===== src/sv/chsq_pkg.sv =====
// ----------------------------------------------------------------------------
// chsq_pkg
// Shared types and constants for the convex hull support query block.
// ----------------------------------------------------------------------------
package chsq_pkg;

    localparam int DEF_MAX_VERTICES = 64;
    localparam int DEF_FRAC_BITS    = 16;

    localparam logic [1:0] CMD_CLEAR  = 2'd0;
    localparam logic [1:0] CMD_ADD    = 2'd1;
    localparam logic [1:0] CMD_QUERY  = 2'd2;
    localparam logic [1:0] CMD_UNUSED = 2'd3;

    localparam logic [1:0] ST_OK    = 2'd0;
    localparam logic [1:0] ST_EMPTY = 2'd1;
    localparam logic [1:0] ST_FULL  = 2'd2;

    // controller -> datapath
    typedef struct packed {
        logic capture;    // latch input word
        logic clear;      // zero count and radius
        logic store;      // write vertex, start sqrt
        logic sqrt_step;  // one square, fold or sqrt step
        logic radius_upd; // fold sqrt result into radius
        logic walk_start; // reset walk index
        logic walk_step;  // read next vertex
        logic load_res;   // load output register
    } chsq_cmd_t;

    // datapath -> controller
    typedef struct packed {
        logic full;
        logic empty;
        logic sqrt_done;
        logic walk_done;
    } chsq_sts_t;

endpackage


===== src/sv/chsq_ctrl.sv =====
// ----------------------------------------------------------------------------
// chsq_ctrl
// Sequencer: decodes a command word and steps the datapath through it.
// ----------------------------------------------------------------------------
module chsq_ctrl
    import chsq_pkg::*;
(
    input  logic       clk,
    input  logic       rst_n,
    input  logic       in_valid,
    input  logic [1:0] in_command,
    output logic       in_stall,
    input  logic       out_busy,
    output chsq_cmd_t  cmd,
    input  chsq_sts_t  sts
);

    typedef enum logic [5:0] {
        S_IDLE  = 6'b000001,
        S_DEC   = 6'b000010,
        S_SQRT  = 6'b000100,
        S_WALK  = 6'b001000,
        S_DRAIN = 6'b010000,
        S_DONE  = 6'b100000
    } state_t;

    state_t     state_reg, state_next;
    logic [1:0] op_reg, op_next;
    logic [2:0] drain_reg, drain_next;

    assign in_stall = (state_reg != S_IDLE);

    always_comb
    begin
        state_next = state_reg;
        op_next    = op_reg;
        drain_next = drain_reg;
        cmd        = '0;
        unique case (state_reg)
            S_IDLE:
            begin
                if (in_valid)
                begin
                    cmd.capture = 1'b1;
                    op_next     = in_command;
                    state_next  = S_DEC;
                end
            end
            S_DEC:
            begin
                if (op_reg == CMD_CLEAR)
                begin
                    cmd.clear  = 1'b1;
                    state_next = S_DONE;
                end
                else if (op_reg == CMD_ADD && !sts.full)
                begin
                    cmd.store  = 1'b1;
                    state_next = S_SQRT;
                end
                else if (op_reg == CMD_QUERY && !sts.empty)
                begin
                    cmd.walk_start = 1'b1;
                    state_next     = S_WALK;
                end
                else
                    state_next = S_DONE;
            end
            S_SQRT:
            begin
                if (sts.sqrt_done)
                begin
                    cmd.radius_upd = 1'b1;
                    state_next     = S_DONE;
                end
                else
                    cmd.sqrt_step = 1'b1;
            end
            S_WALK:
            begin
                cmd.walk_step = 1'b1;
                if (sts.walk_done)
                begin
                    drain_next = 3'd4;
                    state_next = S_DRAIN;
                end
            end
            S_DRAIN:
            begin
                cmd.walk_step = 1'b1;
                drain_next    = drain_reg - 3'd1;
                if (drain_reg == 3'd1)
                    state_next = S_DONE;
            end
            S_DONE:
            begin
                if (!out_busy)
                begin
                    cmd.load_res = 1'b1;
                    state_next   = S_IDLE;
                end
            end
            default: state_next = S_IDLE;
        endcase
    end

    always_ff @(posedge clk or negedge rst_n)
    begin
        if (!rst_n)
        begin
            state_reg <= S_IDLE;
            op_reg    <= CMD_CLEAR;
            drain_reg <= '0;
        end
        else
        begin
            state_reg <= state_next;
            op_reg    <= op_next;
            drain_reg <= drain_next;
        end
    end

    a_stall_busy: assert property (@(posedge clk) disable iff (!rst_n)
        (state_reg != S_IDLE) |-> in_stall)
        else $error("stall low while busy");
    a_one_job: assert property (@(posedge clk) disable iff (!rst_n)
        cmd.load_res |=> (state_reg == S_IDLE))
        else $error("result load did not return to idle");
    a_no_mix: assert property (@(posedge clk) disable iff (!rst_n)
        $onehot0({cmd.clear, cmd.store, cmd.walk_start, cmd.load_res}))
        else $error("conflicting commands");

endmodule


===== config.mk =====
export PLATFORM = sky130hd
export DESIGN_NAME = chsq_ctrl
export DESIGN_NICKNAME = d
export VERILOG_FILES = /design/src/sv/chsq_pkg.sv /design/src/sv/chsq_ctrl.sv
export SDC_FILE = /design/constraint.sdc
export NUM_CORES = 1
export LEC_CHECK = 0
export BUFFER_PORTS_ARGS = -buffer_cell sky130_fd_sc_hd__buf_4
export CORE_UTILIZATION = 46
export DETAILED_ROUTE_END_ITERATION = 12
export PLACE_DENSITY = 0.73
export SYNTH_ARGS = -nofsm -noshare
export SYNTH_HDL_FRONTEND = slang
export SYNTH_SLANG_ARGS = --single-unit
export TNS_END_PERCENT = 1

===== constraint.sdc =====
create_clock -name clk -period 2.1 [get_ports clk]
set_input_delay 0.21 -clock clk [delete_from_list [all_inputs] [get_ports clk]]
set_output_delay 0.21 -clock clk [all_outputs]
set_load 0.02 [all_outputs]

==> flow_summary.toml <==
[yosys]
synth-simple-area-share_pct = 32.5
synth_area_sq_um = 628
synth_fa_ha_area_share_pct = 3.98
synthXorXnorAreaFrac_pct = 0
syn_avg_cell_area_sq_um = 9.81
synth_top_family_by_area = "simple AND/OR/NAND/NOR gates"
ys_types = 30
syn_inst = 64
syn_nets = 76
synth-compound-area-share_pct = 11.6
ys_ff_latch = 11
synthMuxAreaShare_pct = 3.59
yosysWarningCount = 0
ys_seq_area_share_pct = 44.0

[route]
drtIter0Drc = 13
vias = 539
drt_first_pass_iters = 4
via_per_inst = 5.44
postRouteAntennaNets = 0
wl_per_cell_um = 14.0
remaining_drc_errors = 0
finalWirelength_mm = 1.38

[setup_path]
reg2reg_depth = 4
cp-start-kind = "register"
crit_arrival_ps = 1740
crit_path_end_kind = "output port"
crit_required_ps = 1890
worst-path-max-fanout = 6
path_class = "reg -> out"

[timing]
timing.final.crit_share_pct = 92.7
rsz0062_at_grt = "false"
holdWs_ps = 99.8
finalCriticalPeriod_ps = 1950
slew_headroom_pct = 75.7
setup-tns-final_ps = 0
setup_viol = 0
tightest_slew_ps = 362
slew_violations = 0
fin_worst_skew_ps = 7.02
fmax_ghz = 0.514
setup_ws_ps = 154
hold_viol_final = 0

[floorplan]
die_width_um = 39.0
io_pins = 19
die_area_sq_mm = 0.00152
num_rows = 12
dieHeight_um = 39.0
coreArea_sq_mm = 0.00119
start_util_pct = 53.0

[finish]
nets = 98
syn_to_final_growth_pct = 28.1
design_area_sq_um = 805
largest_register_ffs = 6
drive_gt1_share_pct = 34.1
n_antenna_cell = 0

[global_routing]
grt_pass1_wl_mm = 2.09
grt_pass1_vias = 506
grt-ovfl-total = 0
antenna_found_initial = 0
grt_max_degree = 12
grt_use_total_pct = 21.3

[clock_network]
post-cts-setup-buffer-count = 0
clkSinkCount = 11
cts_tree = "yes"
clock-root-buffer = "clkbuf_4"
cts_resized = 0
cts_buffer_depth = 2
cts-htree-levels = 1
cts_hold_buf = 1
clk_pin_slew_ps = 70
clock_latency_ps = 270
cts_buffers = 3

[power_and_ir_drop]
powerDensity_mw_per_mm2 = 1060
leakage_nw = 0.401
ir_drop_mv = 0.732

[run_status]
status = "finished clean"

[placed_design]
gp_congestion = 0.745
placedInstanceArea_sq_um = 768
dp_hpwl_mm = 1.09
portBuffers = 18
dp_slack_ps = 444

[run]
maxCapViolCount = 0

[min_path]
min_path_type = "in -> reg"
holdPathStages = 2
[critical path: stages (launching register included)]
cell and delay [ps]:
dfrtp_1 420, nor4_2 400, nand3b_1 270, nor2_1 210, buf_4 170
[metrics by stage]
step           instances  utilization (%)  total power [mW]
2_1_floorplan         64                -             0.598
3_3_place_gp          94             64.8             0.705
3_5_place_dp          94             64.8             0.711
4_1_cts               99             67.8             0.857
5_1_grt               99             67.8             0.914
6_report              99             67.8             0.855
[kinds of logic (layout without fill, tap and decap cells)]
| family | count (synthesis) | in the layout |
|---|---|---|
| simple gates | 33 | 33 |
| flops | 11 | 11 |
| compound gates | 10 | 10 |
| buf+inv | 6 | 27 |
| fa+ha+maj | 2 | 2 |
| mux | 2 | 2 |
[power breakdown]
group / leakage [nW] / internal, mW / switching (mW)
combinational: 0.255 / 0.175 / 0.177
clock: 0.0150 / 0.0734 / 0.0727
sequential: 0.131 / 0.285 / 0.0724
total: 0.401 / 0.533 / 0.322
[placed cells by master, fill, tap and decap left out, types with 2 or more instances in the layout]
| cell | count |
|---|---|
| nand3b_1 | 3 |
| dfrtp_1 | 10 |
| nor4_2 | 3 |
| inv_1 | 4 |
| nand2_1 | 5 |
| o21ai_0 | 2 |
| nor2b_1 | 4 |
| nand3_1 | 4 |
| clkbuf_4 | 3 |
| mux2_2 | 2 |
| nor2_1 | 5 |
| ha_1 | 2 |
| buf_4 | 18 |
| nor3_1 | 2 |
[area by class of cell]
type	instances	area, sq um
fill	110	382
multi-input combinational	47	324
sequential	11	277
timing repair buffer	19	145
clock buffer	4	26.3
tap	14	17.5
inverter	4	15.0
[synthesized netlist by cell type (all sizes together)]
cell type,n,area (sq um)
buf,2,12.5
inv,4,15.0
nor3,2,10.0
nor4,3,37.5
nand4b,1,8.76
nand3,4,20.0
and2,1,6.26
ha,2,25.0
o2bb2ai,1,8.76
nand3b,3,22.5
o311a,1,10.0
o22ai,1,6.26
nor3b,1,7.51
or2,1,6.26
nor2,6,25.0
o21ai,3,15.0
o21bai,1,7.51
nor2b,4,25.0
nand2b,1,6.26
o221ai,1,8.76
dfstp,1,26.3
nand2,5,18.8
dfrtp,10,250
o32ai,1,8.76
o31ai,1,7.51
nor4bb,1,10.0
mux2,2,22.5
[final timing paths]
path                                               start                  endpoint  slack, ps
worst min register to register  drain_reg[2]$_DFFE_PN0P_  drain_reg[2]$_DFFE_PN0P_        490
worst min-delay path                            in_valid  state_reg[0]$_DFFE_PN1P_        100
max in group asynchronous                          rst_n  state_reg[0]$_DFFE_PN1P_       1550
worst max register to register  state_reg[1]$_DFFE_PN0P_  drain_reg[2]$_DFFE_PN0P_        440
min in group asynchronous                          rst_n     op_reg[0]$_DFFE_PN0P_        320
worst max-delay path            state_reg[1]$_DFFE_PN0P_                    cmd[4]        150
[metal layers]
layer	global-route usage, %	part of all wire (%)	wire length, um
met2	32.9	48	659
met5	0	0	0
met3	5.20	3.6	50
met1	27.4	48	658
met4	10.3	1.2	17
Note: power is estimated with default switching activity, not from simulation.
